[config.mk]
export PLATFORM = sky130hd
export DESIGN_NAME = heatmap_peak_finder
export DESIGN_NICKNAME = d
export VERILOG_FILES = /design/src/hw/rtl/hpf_pkg.sv /design/src/hw/rtl/hpf_csr.sv /design/src/hw/rtl/hpf_front.sv /design/src/hw/rtl/hpf_queue.sv /design/src/hw/rtl/hpf_back.sv /design/src/hw/rtl/heatmap_peak_finder.sv
export SDC_FILE = /design/constraint.sdc
export NUM_CORES = 1
export LEC_CHECK = 0
export ABC_CLOCK_PERIOD_IN_PS = 37000
export BUFFER_PORTS_ARGS = -buffer_cell sky130_fd_sc_hd__buf_2
export CELL_PAD_IN_SITES_DETAIL_PLACEMENT = 0
export CELL_PAD_IN_SITES_GLOBAL_PLACEMENT = 1
export CORE_UTILIZATION = 45
export DETAILED_ROUTE_END_ITERATION = 12
export HOLD_SLACK_MARGIN = 0.02
export PLACE_DENSITY = 0.77
export SYNTH_ARGS = -nofsm -noshare
export SYNTH_HDL_FRONTEND = slang
export SYNTH_SLANG_ARGS = --single-unit
export TNS_END_PERCENT = 5
[constraint.sdc]
create_clock -name clock -period 37 [get_ports clock]
set_input_delay 7.4 -clock clock [delete_from_list [all_inputs] [get_ports clock]]
set_output_delay 7.4 -clock clock [all_outputs]
set_load 0.03 [all_outputs]
[src/hw/rtl/hpf_pkg.sv]
// Shared types and constants of the heatmap peak finder.
package hpf_pkg;

   // Width of a configuration threshold register
   localparam int CFG_BITS = 16;

   // Reset values of the thresholds, 0.1 in Q1.14
   localparam logic [CFG_BITS-1:0] PEAK_THR_RESET  = 16'd1638;
   localparam logic [CFG_BITS-1:0] VALID_THR_RESET = 16'd1638;

   // Configuration register indexes
   typedef enum logic [0:0] {
      REG_PEAK_THR  = 1'b0,
      REG_VALID_THR = 1'b1
   } reg_index_type;

   // Threshold registers as seen by the datapath
   typedef struct packed {
      logic [CFG_BITS-1:0] peak_thr;
      logic [CFG_BITS-1:0] valid_thr;
   } cfg_type;

   // Position class of one sample, set by the front end
   typedef struct packed {
      logic restart;    // first sample of a new map
      logic first_col;  // sample lies in column 0
      logic end_row;    // sample is the last row of its column
      logic last_col;   // sample lies in the last column
   } flags_type;

   localparam int FLAGS_BITS = $bits(flags_type);

endpackage

[src/hw/rtl/hpf_csr.sv]
// Configuration register file of the heatmap peak finder (APB-style port).
module hpf_csr (
   input  logic                clock,
   input  logic                reset,
   input  logic                csr_psel,
   input  logic                csr_penable,
   input  logic                csr_pwrite,
   input  logic [2:0]          csr_paddr,
   input  logic [31:0]         csr_pwdata,
   output logic [31:0]         csr_prdata,
   output logic                csr_pready,
   output hpf_pkg::cfg_type    cfg
);

   logic [hpf_pkg::CFG_BITS-1:0] peak_thr_ff, peak_thr_in;
   logic [hpf_pkg::CFG_BITS-1:0] valid_thr_ff, valid_thr_in;
   hpf_pkg::reg_index_type       reg_sel;
   logic                         wr_en;

   assign reg_sel    = hpf_pkg::reg_index_type'(csr_paddr[2]);
   assign wr_en      = csr_psel && csr_penable && csr_pwrite;
   assign csr_pready = 1'b1;

   // Decode the write
   always_comb begin
      peak_thr_in  = peak_thr_ff;
      valid_thr_in = valid_thr_ff;
      if (wr_en) begin
         case (reg_sel)
            hpf_pkg::REG_PEAK_THR:  peak_thr_in  = csr_pwdata[hpf_pkg::CFG_BITS-1:0];
            hpf_pkg::REG_VALID_THR: valid_thr_in = csr_pwdata[hpf_pkg::CFG_BITS-1:0];
            default: ;
         endcase
      end
   end

   always_ff @(posedge clock) begin
      if (reset) begin
         peak_thr_ff  <= hpf_pkg::PEAK_THR_RESET;
         valid_thr_ff <= hpf_pkg::VALID_THR_RESET;
      end else begin
         peak_thr_ff  <= peak_thr_in;
         valid_thr_ff <= valid_thr_in;
      end
   end

   // Read back the selected register
   always_comb begin
      case (reg_sel)
         hpf_pkg::REG_PEAK_THR:  csr_prdata = 32'(peak_thr_ff);
         hpf_pkg::REG_VALID_THR: csr_prdata = 32'(valid_thr_ff);
         default:                csr_prdata = '0;
      endcase
   end

   assign cfg.peak_thr  = peak_thr_ff;
   assign cfg.valid_thr = valid_thr_ff;

endmodule

[src/hw/rtl/hpf_front.sv]
// Front end: accepts samples, tracks the map position and classifies each item.
module hpf_front #(
   parameter int MAP_ROWS   = 16,
   parameter int MAP_COLS   = 16,
   parameter int VALUE_BITS = 16,
   localparam int RB = $clog2(MAP_ROWS),
   localparam int CB = $clog2(MAP_COLS),
   localparam int EW = hpf_pkg::FLAGS_BITS + VALUE_BITS + RB + CB
) (
   input  logic                  clock,
   input  logic                  reset,
   input  logic                  push,
   input  logic [VALUE_BITS-1:0] heat_value,
   input  logic                  map_start,
   output logic [EW-1:0]         entry
);

   localparam logic [RB-1:0] LAST_ROW = RB'(MAP_ROWS - 1);
   localparam logic [CB-1:0] LAST_COL = CB'(MAP_COLS - 1);

   logic [RB-1:0]      row_ff, row_in, cur_row;
   logic [CB-1:0]      col_ff, col_in, cur_col;
   hpf_pkg::flags_type flags;

   // A start mark forces row 0 of column 0
   assign cur_row = map_start ? '0 : row_ff;
   assign cur_col = map_start ? '0 : col_ff;

   // Classify the position
   always_comb begin
      flags.restart   = map_start;
      flags.first_col = (cur_col == '0);
      flags.end_row   = (cur_row == LAST_ROW);
      flags.last_col  = (cur_col == LAST_COL);
   end

   // Advance the position, wrap at the end of the map
   always_comb begin
      row_in = row_ff;
      col_in = col_ff;
      if (push) begin
         if (flags.end_row) begin
            row_in = '0;
            col_in = flags.last_col ? '0 : cur_col + 1'b1;
         end else begin
            row_in = cur_row + 1'b1;
            col_in = cur_col;
         end
      end
   end

   always_ff @(posedge clock) begin
      if (reset) begin
         row_ff <= '0;
         col_ff <= '0;
      end else begin
         row_ff <= row_in;
         col_ff <= col_in;
      end
   end

   assign entry = {flags, heat_value, cur_row, cur_col};

endmodule

[src/hw/rtl/hpf_queue.sv]
// Two-entry queue between the front end and the back end.
module hpf_queue #(
   parameter int WIDTH = 8
) (
   input  logic             clock,
   input  logic             reset,
   input  logic             push,
   input  logic [WIDTH-1:0] push_data,
   output logic             full,
   input  logic             pop,
   output logic             head_valid,
   output logic [WIDTH-1:0] head_data
);

   logic [WIDTH-1:0] slot_ff [2];
   logic             wr_ptr_ff, wr_ptr_in;
   logic             rd_ptr_ff, rd_ptr_in;
   logic [1:0]       cnt_ff, cnt_in;

   assign full       = (cnt_ff == 2'd2);
   assign head_valid = (cnt_ff != 2'd0);
   assign head_data  = slot_ff[rd_ptr_ff];

   // Advance pointers and fill level
   always_comb begin
      wr_ptr_in = wr_ptr_ff ^ push;
      rd_ptr_in = rd_ptr_ff ^ pop;
      cnt_in    = cnt_ff + 2'(push) - 2'(pop);
   end

   always_ff @(posedge clock) begin
      if (reset) begin
         wr_ptr_ff <= 1'b0;
         rd_ptr_ff <= 1'b0;
         cnt_ff    <= 2'd0;
      end else begin
         wr_ptr_ff <= wr_ptr_in;
         rd_ptr_ff <= rd_ptr_in;
         cnt_ff    <= cnt_in;
      end
   end

   // Store the item
   always_ff @(posedge clock) begin
      if (push) begin
         slot_ff[wr_ptr_ff] <= push_data;
      end
   end

endmodule

[src/hw/rtl/hpf_back.sv]
// Back end: column history, peak decisions, running maximum and result buffer.
module hpf_back #(
   parameter int MAP_ROWS   = 16,
   parameter int MAP_COLS   = 16,
   parameter int VALUE_BITS = 16,
   localparam int RB = $clog2(MAP_ROWS),
   localparam int CB = $clog2(MAP_COLS),
   localparam int EW = hpf_pkg::FLAGS_BITS + VALUE_BITS + RB + CB
) (
   input  logic                  clock,
   input  logic                  reset,
   input  hpf_pkg::cfg_type      cfg,
   input  logic                  head_valid,
   input  logic [EW-1:0]         head_data,
   output logic                  pop,
   output logic                  rsp_valid,
   input  logic                  rsp_stall,
   output logic [CB-1:0]         rsp_column_index,
   output logic [MAP_ROWS-1:0]   rsp_peak_mask,
   output logic                  rsp_last_of_map,
   output logic                  rsp_map_valid,
   output logic [VALUE_BITS-1:0] rsp_map_maximum
);

   localparam logic signed [VALUE_BITS-1:0] VMIN = {1'b1, {(VALUE_BITS-1){1'b0}}};
   localparam logic [CB-1:0]                LAST_COL = CB'(MAP_COLS - 1);

   typedef logic signed [VALUE_BITS-1:0] sval_type;

   // Peak test of one sample against its neighbors
   function automatic logic is_peak(sval_type c, sval_type up, sval_type dn, sval_type lf,
                                    sval_type thr, logic edge_col);
      logic ok;
      ok = (c > up) && (c > dn) && (c > lf) && (c > thr);
      return ok && (!edge_col || (c > sval_type'(0)));
   endfunction

   // Unpack the head item
   hpf_pkg::flags_type fl;
   logic [VALUE_BITS-1:0] v_raw;
   logic [RB-1:0]         row;
   logic [CB-1:0]         col;
   sval_type              v;

   assign {fl, v_raw, row, col} = head_data;
   assign v = sval_type'(v_raw);

   // Thresholds at sample width
   logic [VALUE_BITS+hpf_pkg::CFG_BITS-1:0] pthr_wide, vthr_wide;
   sval_type pthr, vthr;

   assign pthr_wide = {{VALUE_BITS{1'b0}}, cfg.peak_thr};
   assign vthr_wide = {{VALUE_BITS{1'b0}}, cfg.valid_thr};
   assign pthr      = sval_type'(pthr_wide[VALUE_BITS-1:0]);
   assign vthr      = sval_type'(vthr_wide[VALUE_BITS-1:0]);

   // State
   sval_type              hist_ff [MAP_ROWS+1];
   logic [MAP_ROWS-1:0]   cand_ff, cand_in;
   logic [MAP_ROWS-1:0]   pend_ff, pend_in;
   sval_type              max_ff, max_in;

   // Result buffer: slot 0 drives the port
   logic [CB-1:0]         ocol_ff   [2], ocol_in   [2];
   logic [MAP_ROWS-1:0]   omask_ff  [2], omask_in  [2];
   logic                  olast_ff  [2], olast_in  [2];
   logic                  ovalid_ff [2], ovalid_in [2];
   sval_type              omax_ff   [2], omax_in   [2];
   logic [1:0]            ocnt_ff, ocnt_in;

   // Neighbor selection and decisions
   logic [RB-1:0]         row_m1;
   sval_type              up_a, left_a, left_b, max_base, max_new;
   logic                  bit_a, bit_b, map_ok;
   logic [MAP_ROWS-1:0]   pend_base, pend_clr, cand_full;
   logic [1:0]            need, room, base;
   logic                  out_take;

   assign row_m1 = row - 1'b1;

   always_comb begin
      // row r decides row r-1; the last row also decides itself
      up_a   = (row > RB'(1)) ? hist_ff[1] : '0;
      left_a = fl.first_col ? '0 : hist_ff[MAP_ROWS];
      left_b = fl.first_col ? '0 : hist_ff[MAP_ROWS-1];
      bit_a  = is_peak(hist_ff[0], up_a, v, left_a, pthr, fl.last_col);
      bit_b  = is_peak(v, hist_ff[0], '0, left_b, pthr, fl.last_col);

      cand_in = cand_ff;
      if (row != '0) begin
         cand_in[row_m1] = bit_a;
      end
      cand_full = cand_in;
      cand_full[MAP_ROWS-1] = bit_b;

      // Drop a pending bit whose right neighbor is not smaller
      pend_base = fl.restart ? '0 : pend_ff;
      pend_clr  = pend_base;
      if (!fl.first_col && (v >= hist_ff[MAP_ROWS-1])) begin
         pend_clr[row] = 1'b0;
      end

      max_base = fl.restart ? VMIN : max_ff;
      max_new  = (v > max_base) ? v : max_base;
      map_ok   = (max_new >= vthr);

      // Results this item causes
      if (fl.end_row && !fl.first_col) begin
         need = fl.last_col ? 2'd2 : 2'd1;
      end else begin
         need = 2'd0;
      end
   end

   // Take the head item only when its results fit
   assign room     = 2'd2 - ocnt_ff;
   assign pop      = head_valid && (need <= room);
   assign rsp_valid = (ocnt_ff != 2'd0);
   assign out_take = rsp_valid && !rsp_stall;

   // Update map state
   always_comb begin
      pend_in = pend_ff;
      max_in  = max_ff;
      if (pop) begin
         pend_in = pend_clr;
         max_in  = max_new;
         if (fl.end_row) begin
            if (fl.last_col) begin
               pend_in = '0;
               max_in  = VMIN;
            end else begin
               pend_in = cand_full;
            end
         end
      end
   end

   always_ff @(posedge clock) begin
      if (reset) begin
         pend_ff <= '0;
         max_ff  <= VMIN;
      end else begin
         pend_ff <= pend_in;
         max_ff  <= max_in;
      end
   end

   // Shift the sample into the history line
   always_ff @(posedge clock) begin
      if (pop) begin
         hist_ff[0] <= v;
         for (int k = 1; k <= MAP_ROWS; k++) begin
            hist_ff[k] <= hist_ff[k-1];
         end
         cand_ff <= cand_in;
      end
   end

   // Drop the delivered result, append the new ones
   always_comb begin
      for (int k = 0; k < 2; k++) begin
         ocol_in[k]   = ocol_ff[k];
         omask_in[k]  = omask_ff[k];
         olast_in[k]  = olast_ff[k];
         ovalid_in[k] = ovalid_ff[k];
         omax_in[k]   = omax_ff[k];
      end
      if (out_take) begin
         ocol_in[0]   = ocol_ff[1];
         omask_in[0]  = omask_ff[1];
         olast_in[0]  = olast_ff[1];
         ovalid_in[0] = ovalid_ff[1];
         omax_in[0]   = omax_ff[1];
      end
      base = ocnt_ff - 2'(out_take);
      if (pop && (need != 2'd0)) begin
         // mask of the previous column
         ocol_in[base[0]]   = col - 1'b1;
         omask_in[base[0]]  = pend_clr;
         olast_in[base[0]]  = 1'b0;
         ovalid_in[base[0]] = 1'b0;
         omax_in[base[0]]   = '0;
      end
      if (pop && (need == 2'd2)) begin
         // final column closes the map
         ocol_in[1]   = col;
         omask_in[1]  = cand_full;
         olast_in[1]  = 1'b1;
         ovalid_in[1] = map_ok;
         omax_in[1]   = max_new;
      end
      ocnt_in = base + (pop ? need : 2'd0);
   end

   always_ff @(posedge clock) begin
      if (reset) begin
         ocnt_ff <= 2'd0;
      end else begin
         ocnt_ff <= ocnt_in;
      end
   end

   always_ff @(posedge clock) begin
      for (int k = 0; k < 2; k++) begin
         ocol_ff[k]   <= ocol_in[k];
         omask_ff[k]  <= omask_in[k];
         olast_ff[k]  <= olast_in[k];
         ovalid_ff[k] <= ovalid_in[k];
         omax_ff[k]   <= omax_in[k];
      end
   end

   assign rsp_column_index = ocol_ff[0];
   assign rsp_peak_mask    = omask_ff[0];
   assign rsp_last_of_map  = olast_ff[0];
   assign rsp_map_valid    = ovalid_ff[0];
   assign rsp_map_maximum  = omax_ff[0];

   // The result buffer never overflows
   a_buf_bound: assert property (@(posedge clock) disable iff (reset)
      ocnt_ff != 2'd3)
      else $error("result buffer over two entries");

   // Reset empties the result buffer
   a_reset_empty: assert property (@(posedge clock)
      reset |=> (ocnt_ff == 2'd0))
      else $error("result buffer not empty after reset");

   // The closing result always reports the last column
   a_last_col: assert property (@(posedge clock) disable iff (reset)
      (rsp_valid && rsp_last_of_map) |-> (rsp_column_index == LAST_COL))
      else $error("map closed on wrong column");

   // Interior results carry no map summary
   a_inner_clean: assert property (@(posedge clock) disable iff (reset)
      (rsp_valid && !rsp_last_of_map) |-> (!rsp_map_valid && (rsp_map_maximum == '0)))
      else $error("summary on an interior column");

   // An item is taken only when its results fit in the buffer
   a_room: assert property (@(posedge clock) disable iff (reset)
      pop |=> (ocnt_ff <= 2'd2))
      else $error("item taken without room for its results");

endmodule

[src/hw/rtl/heatmap_peak_finder.sv]
// Heatmap peak finder: one sample per cycle in, one peak mask per column out.
// Samples of a MAP_ROWS x MAP_COLS map arrive column by column (row fastest) and
// are taken one per clock cycle as long as the two-entry input queue has room.
// Each sample is decided against its four neighbors (outside the map they are
// zero) using a history line of MAP_ROWS+1 samples, so a column's mask leaves
// once the column to its right is complete. The last sample of a map produces
// two results: the mask of the next-to-last column and the mask of the last
// column with the map maximum and the valid flag. Each result is registered in
// a two-entry result buffer as its sample leaves the queue; the buffer absorbs the
// pair, and only a stalled result side holds back the input. No clearing pass
// follows reset: the block accepts items in the first cycle after it.
module heatmap_peak_finder #(
   parameter int MAP_ROWS   = 16,
   parameter int MAP_COLS   = 16,
   parameter int VALUE_BITS = 16
) (
   input  logic                       clock,
   input  logic                       reset,
   // sample input
   input  logic                       req_valid,
   output logic                       req_stall,
   input  logic [VALUE_BITS-1:0]      req_heat_value,
   input  logic                       req_map_start,
   // column results
   output logic                       rsp_valid,
   input  logic                       rsp_stall,
   output logic [$clog2(MAP_COLS)-1:0] rsp_column_index,
   output logic [MAP_ROWS-1:0]        rsp_peak_mask,
   output logic                       rsp_last_of_map,
   output logic                       rsp_map_valid,
   output logic [VALUE_BITS-1:0]      rsp_map_maximum,
   // configuration
   input  logic                       csr_psel,
   input  logic                       csr_penable,
   input  logic                       csr_pwrite,
   input  logic [2:0]                 csr_paddr,
   input  logic [31:0]                csr_pwdata,
   output logic [31:0]                csr_prdata,
   output logic                       csr_pready
);

   localparam int RB = $clog2(MAP_ROWS);
   localparam int CB = $clog2(MAP_COLS);
   localparam int EW = hpf_pkg::FLAGS_BITS + VALUE_BITS + RB + CB;

   hpf_pkg::cfg_type cfg;
   logic             q_full, q_push, q_pop, q_valid;
   logic [EW-1:0]    f_entry, q_head;

   // Take a sample whenever the queue has room
   assign req_stall = q_full;
   assign q_push    = req_valid && !q_full;

   hpf_csr u_csr (
      .clock       (clock),
      .reset       (reset),
      .csr_psel    (csr_psel),
      .csr_penable (csr_penable),
      .csr_pwrite  (csr_pwrite),
      .csr_paddr   (csr_paddr),
      .csr_pwdata  (csr_pwdata),
      .csr_prdata  (csr_prdata),
      .csr_pready  (csr_pready),
      .cfg         (cfg)
   );

   hpf_front #(
      .MAP_ROWS   (MAP_ROWS),
      .MAP_COLS   (MAP_COLS),
      .VALUE_BITS (VALUE_BITS)
   ) u_front (
      .clock      (clock),
      .reset      (reset),
      .push       (q_push),
      .heat_value (req_heat_value),
      .map_start  (req_map_start),
      .entry      (f_entry)
   );

   hpf_queue #(
      .WIDTH (EW)
   ) u_queue (
      .clock      (clock),
      .reset      (reset),
      .push       (q_push),
      .push_data  (f_entry),
      .full       (q_full),
      .pop        (q_pop),
      .head_valid (q_valid),
      .head_data  (q_head)
   );

   hpf_back #(
      .MAP_ROWS   (MAP_ROWS),
      .MAP_COLS   (MAP_COLS),
      .VALUE_BITS (VALUE_BITS)
   ) u_back (
      .clock            (clock),
      .reset            (reset),
      .cfg              (cfg),
      .head_valid       (q_valid),
      .head_data        (q_head),
      .pop              (q_pop),
      .rsp_valid        (rsp_valid),
      .rsp_stall        (rsp_stall),
      .rsp_column_index (rsp_column_index),
      .rsp_peak_mask    (rsp_peak_mask),
      .rsp_last_of_map  (rsp_last_of_map),
      .rsp_map_valid    (rsp_map_valid),
      .rsp_map_maximum  (rsp_map_maximum)
   );

endmodule
==> impl_metrics.csv <==
group,metric,value,unit
outcome,status,"finished, final reports clean",
routing,drt_pre_antenna_iters,5,
worst_setup_path,rr_worst_depth,19,
floorplan,core-area,0.04815,sq mm
floorplan,dieHeight,224.0,um
synthesis,ys_seq_area_share,62.02,%
min_path,min_path_cells,0,
synthesis,ys_async_sr_fraction,0,%
synthesis,avgSynthCellArea,12.60,sq um
timing,finalSetupTns,0,ns
worst_setup_path,r2r_setup_slack,30.49,ns
cells_and_area,seqCellArea,0.01375,sq mm
pwr,p_leak,9.331,nW
timing,drv_slew,0,
clocking,cts_tree,"built",
clocking,clock_latency,0.61,ns
cells_and_area,instances_no_fill,2531,
pwr,power_density,92.64,mW/mm^2
floorplan,start_util,46.06,%
worst_setup_path,worstSetupPathType,"in -> out",
routing,wl,50.47,mm
worst_setup_path,crit_family,"buffers and inverters",
timing,rsz0062_at_grt,"no",
cells_and_area,drive_gt1_share,12.80,%
timing,fin_crit_sh,42.65,%
placed_design,gp_congestion,0.8668,
global_routing,antenna_found_initial,0,
timing,finalSetupViolCount,0,
floorplan,die_x,224.0,um
worst_setup_path,slowest_delay,0.40,ns
clocking,numCtsBuffers,53,
clocking,cts_sinks,497,
clocking,postCtsSetupBuffers,0,
timing,fmax,0.06337,GHz
routing,ant_nets,0,
synthesis,synth_top_area_share,51.46,%
timing,hold_violations,0,
global_routing,grtUsageTotal,20.17,%
clocking,clk_pin_slew,0.06,ns
floorplan,io_pins,132,
floorplan,dieArea,0.05017,sq mm
timing,worst_slack,21.22,ns
timing,max_slew_margin,27.59,%
routing,wl_per_cell,19.94,um
cells_and_area,mostFrequentLayoutCells,"380 x edfxtp_1, 249 x nand2_1, 157 x ha_1",
global_routing,grt_start_max_net_pins,145,
clocking,htreeDepth,2,
cells_and_area,fin_nets,2050,
synthesis,syn_inst,1760,
timing,clock_skew,0.02911,ns
floorplan,rows,80,
cells_and_area,area_growth,11.65,%
cells_and_area,fill_cells,4121,
clocking,clock_path_buffers,3,
clocking,postCtsHoldBufs,0,
worst_setup_path,crit_slowest_cell,"buf_2",
cells_and_area,final_common_cell,"edfxtp_1",
min_path,hp-class,"reg -> reg",
cells_and_area,n_antenna_cell,0,
pwr,vdd_ir_drop_max,63.39,uV
worst_setup_path,cp-end-kind,"output port",
routing,via_count,13920,
synthesis,yosysUniqueCellTypes,70,
timing,worst_pin_slew,1.086,ns
timing,whs,0.4140,ns
synthesis,synth-seq-cells,497,
worst_setup_path,crit_arrival,8.38,ns
worst_setup_path,cpMostUsedCell,"buf_2",
worst_setup_path,cp_cell_sequence,"buf_2 > mux2_2 > buf_2",
placed_design,dp_hpwl,34.32,mm
worst_setup_path,crit_required,29.60,ns
synthesis,synth.area.top_cells,"edfxtp_1 51%, dfxtp_1 11%, ha_1 8.9%",
worst_setup_path,crit_fanout,34,
synthesis,synth_top_area_cell,"edfxtp_1",
synthesis,ys_dominant_reg_cell,"edfxtp_1",
routing,dr.first_iter.drc_count,1006,
cells_and_area,multiInputGateArea,0.007430,sq mm
placed_design,dp.cells,2435,
flow_run,drv_cap,0,
clocking,clockRootBuffer,"clkbuf_16",
timing,period_minus_slack,15.78,ns
routing,vias_per_cell,5.499,
global_routing,grt_pass1_vias,13320,
worst_setup_path,critPathLaunchType,"input port",
placed_design,place_ws,21.22,ns
synthesis,ys_warn_count,0,
worst_setup_path,worst-path-buf-inv,2,
global_routing,grt_pass1_wl,77.07,mm
worst_setup_path,crit_cells,3,
global_routing,grt_overflow_total,0,
synthesis,synth_edf_count,380,
placed_design,io_buffers,96,
synthesis,synth_area,0.02217,sq mm
routing,drc,0,
clocking,post_cts_resized,0,
[through the flow]
stage,power [W],area [sq um],utilization (%)
floorplan,0.001616,22230,-
global placement,0.001745,23020,47.82
detailed placement,0.001774,23020,47.82
CTS,0.002306,24760,51.42
global route,0.002425,24760,51.42
finish,0.002293,24760,51.42
[final timing paths]
kind,start,to
setup reg to reg,u_queue.rd_ptr_ff,u_back.ovalid_ff[0][1]
hold / removal,u_back.hist_ff[8][6],u_back.hist_ff[9][6]
hold reg to reg,u_back.hist_ff[8][6],u_back.hist_ff[9][6]
setup / recovery,csr_paddr[2],csr_prdata[0]
[cells in the mapped netlist (33+ instances only)]
cell type  count
edfxtp_1     380
nand2_1      249
ha_1         157
dfxtp_1      117
a21oi_1      101
inv_1         96
buf_4         55
mux2i_1       53
nand3_1       47
nor2_1        47
clkbuf_1      46
o21ai_0       44
a31oi_1       33
[state kept, by name, summed over array words and instances (netlist names), 2 cells and up]
| name | flops |
|---|---|
| u_front.row_ff | 4 |
| u_back.ocol_ff | 8 |
| u_front.col_ff | 4 |
| u_back.hist_ff | 272 |
| u_queue.slot_ff | 56 |
| u_back.olast_ff | 2 |
| u_back.pend_ff | 16 |
| u_csr.peak_thr_ff | 16 |
| u_back.omask_ff | 32 |
| u_back.cand_ff | 15 |
| u_csr.valid_thr_ff | 16 |
| u_back.ovalid_ff | 2 |
| u_back.max_ff | 16 |
| u_back.ocnt_ff | 2 |
| u_back.omax_ff | 32 |
| u_queue.cnt_ff | 2 |
[layout make-up]
type / instances / share of cell area, %
clock buffers: 63 / 5.757
clock inverters: 33 / 1.248
inverters: 97 / 1.501
multi-input cells: 1067 / 30.01
flip-flops and latches: 497 / 55.56
well taps: 656 / 3.315
repair buffers: 118 / 2.608
[cells by family after synthesis]
family / after synthesis / share of synthesized area, %
xor+xnor: 8 / 0.3160
other cells: 2 / 0.03387
compound gates: 357 / 11.50
flops: 497 / 62.02
mux: 63 / 2.923
fa+ha+maj: 157 / 8.859
buf+inv: 211 / 4.762
simple gates: 465 / 9.581
[report_power, final]
part / total (W) / switching, W / internal, W
logic: 0.000742 / 0.000510 / 0.000232
clock network: 0.000525 / 0.000221 / 0.000304
registers: 0.00103 / 0.000108 / 0.000918
total: 0.00229 / 0.000839 / 0.00145
[routing by layer]
metal  part of all wire (%)  track usage [%]  vias to the layer above
met5                      0                0                        -
met4                    2.1            6.032                        0
met3                    7.1            3.909                       75
met2                     45            31.26                      440
met1                     46            28.68                     6796
li1                       -                -                     6608
(Power assumes the default switching activity.)
